--- src/hdl/cbs_pkg.sv ---
// cbs_pkg: shared constants and types for the bounding sphere block
// no dependencies
package cbs_pkg;
  localparam int CoordBits = 24;
  localparam int MaxVertices = 1024;
  localparam int AddrBits = $clog2(MaxVertices);
  localparam int CountBits = AddrBits + 1;
  localparam int SumBits = CoordBits + CountBits;
  localparam int DiffBits = CoordBits + 2;
  localparam int DistBits = 2 * DiffBits + 2;
  localparam int RadiusBits = CoordBits + 1;
  localparam int RootBits = DistBits / 2;

  typedef logic signed [CoordBits-1:0] coord_t;
  typedef logic signed [SumBits-1:0] sum_t;

  typedef struct packed {
    logic start;
    logic [SumBits-1:0] dividend;
    logic [CountBits-1:0] divisor;
  } div_req_t;
endpackage

--- src/hdl/cbs_isqrt.sv ---
// cbs_isqrt: bit-pair integer square root, one root bit per cycle
// depends on cbs_pkg
module cbs_isqrt (
  input  logic clk_i,
  input  logic rst_ni,
  input  logic start_i,
  input  logic [cbs_pkg::DistBits-1:0] value_i,
  output logic busy_o,
  output logic [cbs_pkg::RadiusBits-1:0] root_o
);
  localparam int DB = cbs_pkg::DistBits;
  localparam int RB = cbs_pkg::RootBits;
  logic [DB-1:0] val_q;
  logic [RB+1:0] rem_q, rem_d;
  logic [RB-1:0] root_q, root_d;
  logic [$clog2(RB+1)-1:0] cnt_q;
  logic busy_q;
  logic [RB+1:0] cur, trial;

  // one digit step
  always_comb begin
    cur = {rem_q[RB-1:0], val_q[DB-1:DB-2]};
    trial = {root_q, 2'b01};
    rem_d = cur;
    root_d = {root_q[RB-2:0], 1'b0};
    if (cur >= trial) begin
      rem_d = cur - trial;
      root_d[0] = 1'b1;
    end
  end

  always_ff @(posedge clk_i or negedge rst_ni) begin
    if (!rst_ni) begin
      busy_q <= 1'b0;
      cnt_q <= '0;
    end else if (start_i) begin
      busy_q <= 1'b1;
      cnt_q <= ($clog2(RB+1))'(RB);
    end else if (busy_q) begin
      cnt_q <= cnt_q - 1'b1;
      busy_q <= (cnt_q != 1);
    end
  end

  always_ff @(posedge clk_i) begin
    if (start_i) begin
      val_q <= value_i;
      rem_q <= '0;
      root_q <= '0;
    end else if (busy_q) begin
      val_q <= val_q << 2;
      rem_q <= rem_d;
      root_q <= root_d;
    end
  end

  assign root_o = root_q[cbs_pkg::RadiusBits-1:0];
  assign busy_o = busy_q;
endmodule
--- config.mk ---
export PLATFORM = sky130hd
export DESIGN_NAME = cbs_isqrt
export DESIGN_NICKNAME = d
export VERILOG_FILES = /design/src/hdl/cbs_pkg.sv /design/src/hdl/cbs_isqrt.sv
export SDC_FILE = /design/constraint.sdc
export NUM_CORES = 1
export LEC_CHECK = 0
export ABC_AREA = 1
export BUFFER_PORTS_ARGS = -buffer_cell sky130_fd_sc_hd__clkbuf_2
export CAP_MARGIN = 0
export CORE_UTILIZATION = 55
export CTS_CLUSTER_SIZE = 8
export DETAILED_ROUTE_END_ITERATION = 8
export PLACE_DENSITY = 0.76
export SYNTH_ARGS = -nofsm -noshare
export SYNTH_HDL_FRONTEND = slang
export SYNTH_SLANG_ARGS = --single-unit
--- constraint.sdc ---
create_clock -name clk_i -period 7.4 [get_ports clk_i]
set_clock_uncertainty 0.05 [all_clocks]
set_input_delay 0.74 -clock clk_i [delete_from_list [all_inputs] [get_ports clk_i]]
set_output_delay 0.74 -clock clk_i [all_outputs]
set_load 0.005 [all_outputs]
# After elaboration in Yosys (flattened, before gate mapping)
# Index checks and enable logic that the tools add are counted.
[totals]
elab_cells = 18
register_bits = 114
output_inout_bits = 26
inputBits = 57
[op_classes]
addsub = 2
n_reduce_logical = 1
mux = 8
order_cmp = 1
n_eq_ne = 1
[ops]
columns = ["operator", "count"]
rows = [
  ["2-to-1 mux 54 bit", 2],
  ["greater-or-equal comparator 29 bit", 1],
  ["2-to-1 mux 27 bit", 1],
  ["subtractor 27 bit", 1],
  ["2-to-1 mux 5 bit", 2],
  ["!= test 5 x 1 -> 1 bit (second input constant)", 1],
  ["subtractor 5 x 1 -> 5 bit (second input constant)", 1],
  ["2-to-1 mux 1 bit", 3],
  ["nonzero test 2 bit", 1],
]

# Longest topological paths before layout
[depth]
depth_word = 3
mapped_depth = 17
mapped_depth_nobuf = 17

# Worst setup path after synthesis
# No wires, ideal clock.
[synth_timing]
kind = "in2reg"
start = "input start_i"
end = "register val_q[0], enable pin"
path_stages = 4
path_buffers = 2
t_required_ns = 6.910
arrival_time_ns = 2.850
setup_ns = 0.440
slack_ns = 4.060
path_cell_list = "clkbuf_1 nor2_1 inv_1 clkbuf_1"
[synth_via]
elab_chain_cells = 1
[synth_lines]
columns = ["item", "line", "text"]
rows = [
  ["from (decl)", "cbs_isqrt.sv:6", "input logic start_i,"],
  ["nonzero test 2 bit (no source line)", "--", ""],
  ["to (signal assigned)", "cbs_isqrt.sv:47", "val_q <= value_i;"],
  ["to (signal assigned)", "cbs_isqrt.sv:51", "val_q <= val_q << 2;"],
  ["to (decl)", "cbs_isqrt.sv:13", "logic [DB-1:0] val_q;"],
]
# No other way between the ends.
# A chain may end at the register's enable or synchronous reset.

==> flow_summary_export.csv <==
group,metric,value,unit
layout,diodes,0,
cts,post_cts_resized,0,
drt,drc_errors,0,
cts,root_buffer,"clkbuf_16",
cts,cts_max_level,4,
critical_path,endpoint_kind,"flip-flop",
synth,synth_mux_area_share,0,%
sta,rsz0062_at_grt,"no",
sta,finalCritPeriodShare,40.2,%
cts,clk_pin_slew_worst_paths,0.05,ns
synth,seq_area_frac_synth,41.6,%
sta,max_slew_margin,19.8,%
synth,yosys_warnings,0,
synth,synthSimpleGateAreaFrac,30.2,%
layout,fin_util,64.6,%
floorplan,die_y,114,µm
layout,multiInputGateArea,3150,µm²
layout,nFillCells,1064,
synth,netlist_area,6850,µm²
layout,syn2layout_area_growth,13.7,%
synth,syn_inst,941,
global_route,gr-total-overflow,0,
sta,report.final.setup_viol,0,
global_route,grt_pass1_wl,24100,µm
synth,synthAdderAreaFrac,5.66,%
sta,setup_ws,4.43,ns
layout,regArea,2850,µm²
pwr,p_leak,0.00405,µW
global_route,grt_pass1_vias,5195,
floorplan,die_area,12900,µm²
synth,synth_compound_area_share,7.89,%
sta,fin_crit,2.97,ns
drt,dr.pass1.iters,5,
global_route,grt_max_degree,64,
drt,dr.first_iter.drc_count,350,
global_route,antenna_found_initial,0,
hold_path,hold_path.class,"in -> async",
job,maxCapViolCount,0,
floorplan,core_area,12100,µm²
synth,syn_nets,1029,
cts,cts_made_buffers,17,
placed_design,place_ws,4.16,ns
synth,ys_types,41,
layout,nets,1082,
global_route,gr-usage-all-layers,23.7,%
critical_path,criticalPathCategory,"reg -> reg",
run_status,status,"completed",
synth,ys_ff_latch,114,
drt,wire_per_inst,12.0,µm
critical_path,startpoint_type,"flip-flop",
placed_design,gp_congestion,0.940,
sta,finalHoldViolations,0,
synth,synth-xor-area-share,2.17,%
layout,drive_gt1_share,15.6,%
critical_path,worstPathArrival,3.27,ns
cts,clock_path_buffers,2,
floorplan,rows,40,
pwr,report.power.total,3260,µW
drt,postRouteWirelength,14100,µm
sta,tns,0,ns
layout,final_cells,1175,
floorplan,ios,83,
sta,drv_slew,0,
cts,ctsHoldBuffers,0,
cts,post_cts_buffers,0,
placed_design,place_hpwl,10000,µm
pwr,peakVddDrop,0.244,mV
floorplan,start_util,56.8,%
cts,clock_sinks,114,
drt,ant_nets,0,
synth,synth_top_family_by_area,"simple AND/OR/NAND/NOR gates",
synth,avgSynthCellArea,7.28,µm²
sta,clock.fmax,336,MHz
cts,cts_tree,"done",
drt,viasPerCell,4.85,
cts,insertion_delay,0.41,ns
placed_design,port_buffers,82,
critical_path,required,7.70,ns
drt,vias,5695,
sta,tightest_slew,1.20,ns
placed_design,dp_cells,1143,
pwr,p_per_area,418,nW/µm²
critical_path,crit_fanout,37,
floorplan,die_w,114,µm
-- worst paths after layout --
| check | depth (start not counted) | from | to | slack (ns) |
|---|---|---|---|---|
| min | 1 | rst_ni | cnt_q[4] | 0.10 |
| min in group clk_i | 2 | rem_q[26] | rem_q[26] | 0.42 |
| max reg2reg | 6 | busy_o | rem_q[6] | 4.43 |
| min reg2reg | 2 | rem_q[26] | rem_q[26] | 0.42 |
| max in group asynchronous | 1 | rst_ni | busy_o | 7.05 |
| max | 6 | busy_o | rem_q[6] | 4.43 |
-- cell usage after synthesis (all sizes together) --
library cell | n | area share [%]
a21o | 1 | 0.11
nand4 | 6 | 0.64
nand3b | 2 | 0.22
ha | 31 | 5.7
or2 | 1 | 0.091
o211ai | 6 | 0.73
edfxtp | 54 | 24
nand2 | 400 | 23
nor3 | 5 | 0.44
inv | 134 | 7.3
a22oi | 1 | 0.11
a211oi | 1 | 0.11
xnor2 | 12 | 1.5
dfrtp | 6 | 2.2
buf | 35 | 3.8
o22ai | 26 | 2.4
nand3 | 29 | 2.5
clkinv | 1 | 0.055
nor2 | 56 | 3.7
clkbuf | 17 | 1.2
a31oi | 3 | 0.27
a21oi | 33 | 2.6
dfxtp | 54 | 16
o21ai | 22 | 1.6
xor2 | 5 | 0.64
-- cell families after synthesis --
logic type      after synthesis
fa+ha+maj                    31
simple gates                499
compound gates               93
buf+inv                     187
xor+xnor                     17
flops                       114
-- metal layers --
layer	vias up	share of wire (%)	global-route usage, %
met3	20	4.4	5.79
met5	-	0	0
met2	134	47	37.4
met4	0	1.5	7.46
met1	2501	47	32.0
li1	3040	-	-
-- worst max-delay path, cell delays in order (launching register included) --
cell and delay (ns):
dfrtp_1 0.54, inv_1 0.26, nor2_1 0.96, inv_2 0.61, a21oi_1 0.31, o21ai_1 0.11, nand2_1 0.07
-- through the flow --
stage	hold slack [ns]	cell area, µm²
after floorplan	0.382	6850
after global placement	0.409	7160
after detailed placement	0.410	7160
after CTS	0.0896	7790
after global routing	0.101	7790
final	0.101	7790
-- sequential cells by signal (all words and copies together) (netlist names) --
signal  count
busy_o      1
cnt_q       5
rem_q      27
root_q     27
val_q      54
-- cell type report --
cell class / instances / area share [%]
clock inverters: 9 / 1.98
well taps: 168 / 2.70
flip-flops and latches: 114 / 36.6
inverters: 135 / 6.51
repair buffers: 86 / 5.65
multi-input cells: 640 / 40.4
clock buffers: 23 / 6.14
-- layout by cell type, fill, tap and decap left out, types with 3 or more instances in the layout --
cell	synthesis	final
nand3_1	25	25
dfxtp_1	54	54
o21ai_0	7	7
nor2_4	3	3
clkbuf_2	0	82
o21ai_1	15	15
edfxtp_1	54	54
clkbuf_8	2	3
buf_4	28	4
a21oi_1	30	30
nor2_1	45	45
bufinv_16	0	4
dfrtp_1	6	6
nor2_2	8	8
nor3_1	4	4
xor2_1	5	5
clkbuf_16	0	17
clkbuf_1	15	3
ha_1	31	31
a31oi_1	3	3
nand3_2	3	3
o22ai_1	26	26
nand2_1	383	383
nand2_2	16	16
inv_2	3	4
inv_1	131	130
nand4_1	5	5
xnor2_1	12	12
o211ai_1	5	5
a21oi_2	3	3
-- power by group --
part	switching, µW	total (µW)	internal [µW]
combinational	1010	1570	561
clock	281	870	590
sequential	56.9	818	762
Note: power is estimated with default switching activity, not from simulation.
