--- config.mk ---
export PLATFORM = sky130hd
export DESIGN_NAME = cbs_divider
export DESIGN_NICKNAME = d
export VERILOG_FILES = /design/src/hdl/cbs_pkg.sv /design/src/hdl/cbs_divider.sv
export SDC_FILE = /design/constraint.sdc
export NUM_CORES = 1
export LEC_CHECK = 0
export ABC_AREA = 1
export BUFFER_PORTS_ARGS = -buffer_cell sky130_fd_sc_hd__buf_2
export CORE_MARGIN = 5
export CORE_UTILIZATION = 60
export DETAILED_ROUTE_END_ITERATION = 7
export GPL_TIMING_DRIVEN = 1
export PLACE_DENSITY = 0.9
export SLEW_MARGIN = 30
export SYNTH_ARGS = -nofsm -noshare
export SYNTH_HDL_FRONTEND = slang
export SYNTH_SLANG_ARGS = --single-unit
--- constraint.sdc ---
create_clock -name clk_i -period 2.65 [get_ports clk_i]
set_clock_uncertainty 0.05 [all_clocks]
set_input_delay 0 -clock clk_i [delete_from_list [all_inputs] [get_ports clk_i]]
set_output_delay 0 -clock clk_i [all_outputs]
set_load 0.005 [all_outputs]
--- src/hdl/cbs_pkg.sv ---
// cbs_pkg: shared constants and types for the bounding sphere block
// no dependencies
package cbs_pkg;
  localparam int CoordBits = 24;
  localparam int MaxVertices = 1024;
  localparam int AddrBits = $clog2(MaxVertices);
  localparam int CountBits = AddrBits + 1;
  localparam int SumBits = CoordBits + CountBits;
  localparam int DiffBits = CoordBits + 2;
  localparam int DistBits = 2 * DiffBits + 2;
  localparam int RadiusBits = CoordBits + 1;
  localparam int RootBits = DistBits / 2;

  typedef logic signed [CoordBits-1:0] coord_t;
  typedef logic signed [SumBits-1:0] sum_t;

  typedef struct packed {
    logic start;
    logic [SumBits-1:0] dividend;
    logic [CountBits-1:0] divisor;
  } div_req_t;
endpackage

--- src/hdl/cbs_divider.sv ---
// cbs_divider: restoring divider, one quotient bit per cycle, truncates toward zero
// depends on cbs_pkg
module cbs_divider (
  input  logic clk_i,
  input  logic rst_ni,
  input  cbs_pkg::div_req_t req_i,
  output logic busy_o,
  output cbs_pkg::coord_t quot_o
);
  localparam int SB = cbs_pkg::SumBits;
  logic [SB-1:0] mag_q, mag_d, quo_q, quo_d;
  logic [SB-1:0] rem_q, rem_d;
  logic [cbs_pkg::CountBits-1:0] den_q;
  logic neg_q;
  logic [$clog2(SB+1)-1:0] cnt_q, cnt_d;
  logic busy_q, busy_d;
  logic [SB:0] trial;
  logic [SB-1:0] q_signed;

  // one shift-subtract step
  always_comb begin
    trial = {rem_q, mag_q[SB-1]};
    mag_d = mag_q << 1;
    quo_d = quo_q << 1;
    rem_d = trial[SB-1:0];
    if (trial >= {{(SB+1-cbs_pkg::CountBits){1'b0}}, den_q}) begin
      rem_d = SB'(trial - {{(SB+1-cbs_pkg::CountBits){1'b0}}, den_q});
      quo_d[0] = 1'b1;
    end
    cnt_d = cnt_q - 1'b1;
    busy_d = (cnt_q != 1);
  end

  always_ff @(posedge clk_i or negedge rst_ni) begin
    if (!rst_ni) begin
      busy_q <= 1'b0;
      cnt_q <= '0;
    end else if (req_i.start) begin
      busy_q <= 1'b1;
      cnt_q <= ($clog2(SB+1))'(SB);
    end else if (busy_q) begin
      busy_q <= busy_d;
      cnt_q <= cnt_d;
    end
  end

  always_ff @(posedge clk_i) begin
    if (req_i.start) begin
      neg_q <= req_i.dividend[SB-1];
      mag_q <= req_i.dividend[SB-1] ? SB'(-req_i.dividend) : req_i.dividend;
      den_q <= req_i.divisor;
      rem_q <= '0;
      quo_q <= '0;
    end else if (busy_q) begin
      mag_q <= mag_d;
      quo_q <= quo_d;
      rem_q <= rem_d;
    end
  end

  assign q_signed = neg_q ? SB'(-quo_q) : quo_q;
  assign quot_o = q_signed[cbs_pkg::CoordBits-1:0];
  assign busy_o = busy_q;
endmodule

==> Word-level counts from Yosys, hierarchy flattened <==
Index checks and enable logic that the tools add are counted.
{ "totals": {"register_bits": 113, "input_bits": 49, "out_inout_bits": 25, "word_cells": 24} }
{ "classes": {"add_sub_neg": 4, "order_cmp": 1, "eq_ne": 1, "muxes": 10, "n_reduce_logical": 1} }
{ "op_table": {"columns": ["operator", "n"], "rows": [
  ["two-way mux 35 bit", 4],
  ["greater-or-equal comparator 36 x 11 -> 1 bit", 1],
  ["negation 35 bit", 1],
  ["subtractor 35 x 11 -> 35 bit", 1],
  ["two-way mux 24 bit", 1],
  ["negation 24 bit", 1],
  ["two-way mux 6 bit", 2],
  ["!= test 6 x 1 -> 1 bit, second input constant", 1],
  ["subtractor 6 x 1 -> 6 bit, second input constant", 1],
  ["two-way mux 1 bit", 3],
  ["nonzero test 2 bit", 1]
]} }

==> Longest topological paths before layout <==
{ "depth": {"word_depth": 3, "ltp_mapped": 16, "mapped_depth_nobuf": 16} }

==> Worst setup path after synthesis <==
OpenSTA, ideal clock, no wires.
{ "synth_timing": {"path_kind": "register -> register", "from": "register busy_q (netlist: busy_o)", "to": "register mag_q[0], enable pin", "setup_time_ns": 0.413, "arrival_ns": 1.865, "required_ns": 2.187, "path_slack_ns": 0.322, "path_stages_with_launch": 4, "path_buffers": 1, "path_cell_list": "dfrtp_1 > nor2_1 > inv_1 > buf_1"} }
{ "synth_between": {"elab_chain_cells": 1} }
{ "synth_lines": {"columns": ["element", "line", "source"], "rows": [
  ["start: declaration", "cbs_divider.sv:16", "logic busy_q, busy_d;"],
  ["start signal: assignment", "cbs_divider.sv:42", "busy_q <= busy_d;"],
  ["nonzero test 2 bit (no source line)", null, null],
  ["end signal: assignment", "cbs_divider.sv:50", "mag_q <= req_i.dividend[SB-1] ? SB'(-req_i.dividend) : req_i.dividend;"],
  ["end signal: assignment", "cbs_divider.sv:55", "mag_q <= mag_d;"],
  ["end: declaration", "cbs_divider.sv:11", "logic [SB-1:0] mag_q, mag_d, quo_q, quo_d;"]
]} }
No other way between the ends.
A chain may end at the register's enable or synchronous reset.

==> Worst setup path in the final report <==
{ "layout_timing": {"from": "register quo_q[0]", "to": "output port quot_o[18]"} }
{ "layout_between": {"elab_chain_cells": 2} }
{ "layout_lines": {"columns": ["element", "line", "source"], "rows": [
  ["start: declaration", "cbs_divider.sv:11", null],
  ["start signal: assignment", "cbs_divider.sv:56", "quo_q <= quo_d;"],
  ["negation 24 bit", "cbs_divider.sv:61", "assign q_signed = neg_q ? SB'(-quo_q) : quo_q;"],
  ["two-way mux 24 bit", "cbs_divider.sv:61", null],
  ["end: declaration", "cbs_divider.sv:8", "output cbs_pkg::coord_t quot_o"]
]} }
No other way between the ends.

==> reports/metrics.yaml <==
floorplanning:
  die-area_mm2: 0.0150
  core_area_mm2: 0.0125
  ios: 74
  start_util_pct: 60.5
  die_x_um: 122
  fp-row-count: 41
  die_h_um: 122
cells_and_area:
  fill_cells: 978
  multi_input_area_mm2: 0.00404
  final_cell_area_mm2: 0.00909
  syn_to_final_growth_pct: 20.0
  layout_commonest_cell: "nand2_1"
  drive_gt1_share_pct: 12.4
  register_area_mm2: 0.00277
  nets: 1294
  layout_common_cells: "nand2_1, inv_1, nor2_1"
  diodes: 0
clock_network:
  postCtsSetupRepairBufs: 0
  clock-sinks: 113
  cts-root-buf: "clkbuf_16"
  path_clk_slew_ps: 50
  tritoncts: "done"
  clock_latency_ps: 410
  cts_buffers: 17
  clk_path_buf_depth: 2
  cts_max_level: 4
routing:
  drt-total-wl_um: 20800
  final_antenna_net_count: 0
  wire_per_inst_um: 14.7
  routed_via_density: 5.58
  first_pass_iters: 5
  drtIter0Drc: 740
  vias: 7895
  drc: 0
placed_design:
  dp_hpwl_um: 14400
  numPortBuffers: 73
  gp_congestion: 0.991
  dpl_cell_area_mm2: 0.00813
sta:
  clock.fmax_mhz: 408
  slew_viol_final: 0
  finalCritPeriodShare_pct: 92.5
  setup_viol: 0
  final_hold_viol_count: 0
  relSlewSlack_pct: 51.7
  tightest_slew_ps: 724
  finalSetupTns_ps: 0
  rsz0062_at_grt: "false"
  period_needed_ps: 2450
yosys:
  yosysSeqAreaShare_pct: 36.5
  yosys_warnings: 0
  ys.flop_type: "dfxtp_1"
  synth.distinct_cells: 44
  ys_ff_latch: 113
  postSynth.asyncResetShare_pct: 6.19
  postSynthAreaPerCell_um2: 6.80
  synth_edf_count: 47
  synth_nets: 1179
  synth_cells: 1114
  syn_area_mm2: 0.00758
critical_path:
  critPathCaptureType: "output port"
  path_common_cell: "inv_1"
  cp_slowest_stage_delay_ps: 320
  cp_cell_sequence: "inv_1, ha_1, inv_1, nor3_4, inv_1, nor2_1, nand2_1, nand2_1, nand2_2, nor2_4, o21ai_2, nor2_1, xor2_1, buf_2"
  startpoint_type: "register"
  worstSetupPathType: "reg2out"
  arrival_ps: 2400
  cpMaxStageDelayCell: "dfxtp_1"
  cp_max_fo: 4
  critPathRequiredTime_ps: 2600
outcome:
  outcome: "finished, final reports clean"
grt:
  grt_use_total_pct: 29.0
  grt_pass1_vias: 7695
  grt_max_degree: 48
  grt_pass1_wl_um: 35200
  grt-ovfl-total: 0
  antenna_found_initial: 0
job:
  cap_violations: 0
min_path:
  hold_path_class: "in2reg"
power:
  power.density_mw_per_mm2: 981
  ir_drop_mv: 0.596
  leakagePower_nw: 4.43
==> stage by stage <==
step | cells | setup WS, ps | total power [W] | hold WS (ps) | utilization [%]
2_1_floorplan | 1114 | 322 | 0.00558 | -346 | -
3_3_place_gp | 1342 | 376 | 0.00652 | -211 | 65.0
3_5_place_dp | 1342 | 249 | 0.00662 | -208 | 65.0
4_1_cts | 1414 | 183 | 0.00882 | 3.36 | 72.5
5_1_grt | 1414 | 10.5 | 0.00957 | 70.3 | 72.6
6_report | 1414 | 197 | 0.00892 | 12.8 | 72.6
==> where the power goes <==
part           internal (W)  leakage (nW)  total, W  switching (W)
clock network       0.00128         0.264   0.00211       0.000825
logic               0.00148          3.11   0.00438        0.00290
registers           0.00217          1.06   0.00243       0.000263
total               0.00493          4.43   0.00892        0.00399
==> synthesized netlist by cell type, types with 7 or more instances <==
master	count	area share, %
edfxtp_1	47	19
nand4_1	32	2.6
clkbuf_1	25	1.2
nor2_2	8	0.66
nor3_1	12	0.79
nand3_1	84	5.5
dfrtp_1	7	2.3
dfxtp_1	59	16
a21oi_1	39	2.6
nor2_1	124	6.1
nand2_1	307	15
o22ai_1	23	1.9
o21ai_0	52	3.4
xor2_1	50	5.8
ha_1	15	2.5
o21ai_1	7	0.46
inv_1	161	8.0
a31oi_1	7	0.58
==> final timing paths <==
path | startpoint | endpoint | slack, ps | cells after the start
setup / recovery | quo_q[0]$_SDFFE_PP0P_ | quot_o[18] | 200 | 14
hold / removal | req_i[18] | mag_q[7]$_DFFE_PP_ | 10 | 3
setup reg to reg | mag_q[34]$_DFFE_PP_ | rem_q[4]$_SDFFE_PP0P_ | 270 | 12
hold reg to reg | rem_q[25]$_SDFFE_PP0P_ | rem_q[25]$_SDFFE_PP0P_ | 440 | 2
max in group asynchronous | rst_ni | busy_o$_DFF_PN0_ | 1810 | 3
min in group asynchronous | rst_ni | cnt_q[3]$_DFFE_PN0P_ | 490 | 3
==> final cells by class <==
type	instances	share of cell area (%)
clock inverters	14	1.28
multi-input cells	804	44.5
flip-flops and latches	113	30.5
inverters	163	6.73
clock buffers	18	4.72
well taps	172	2.37
repair buffers	130	9.97
==> critical path, delay by kind of cell, from the launching register on <==
family                     cells  cell delay (ps)
and+or+nand+nor                7              840
buffers and inverters          4              400
DFF                            1              320
adders and majority gates      1              160
xor gates and xnor gates       1              150
AOI/OAI and AO/OA              1              100
==> flip-flops by register name, summed over array words and instances (netlist names) <==
name,count
cnt_q,6
mag_q,35
busy_o,1
quo_q,24
den_q,11
rem_q,35
neg_q,1
==> repair_timing <==
item | 4_1_cts | 5_1_grt
hold endpoints to repair | 45 | 0
gates resized for setup | 0 | 2
endpoints found under the setup margin | 0 | 2
hold buffers | 40 | 0
==> cell families after synthesis <==
family,Yosys count,share of synthesized area [%]
AND/OR/NAND/NOR,595,34.1
buffers and inverters,197,10.2
AO/OA/AOI/OAI,137,9.91
flip-flops,113,36.5
XOR/XNOR,56,6.47
adder cells (fa/ha/maj),16,2.74
==> layer usage <==
layer	part of all wire, %	track usage, %
met1	40	34.7
met2	50	50.5
met3	7.2	6.68
met4	2.7	11.6
met5	0	0
Note: power is estimated with default switching activity, not from simulation.
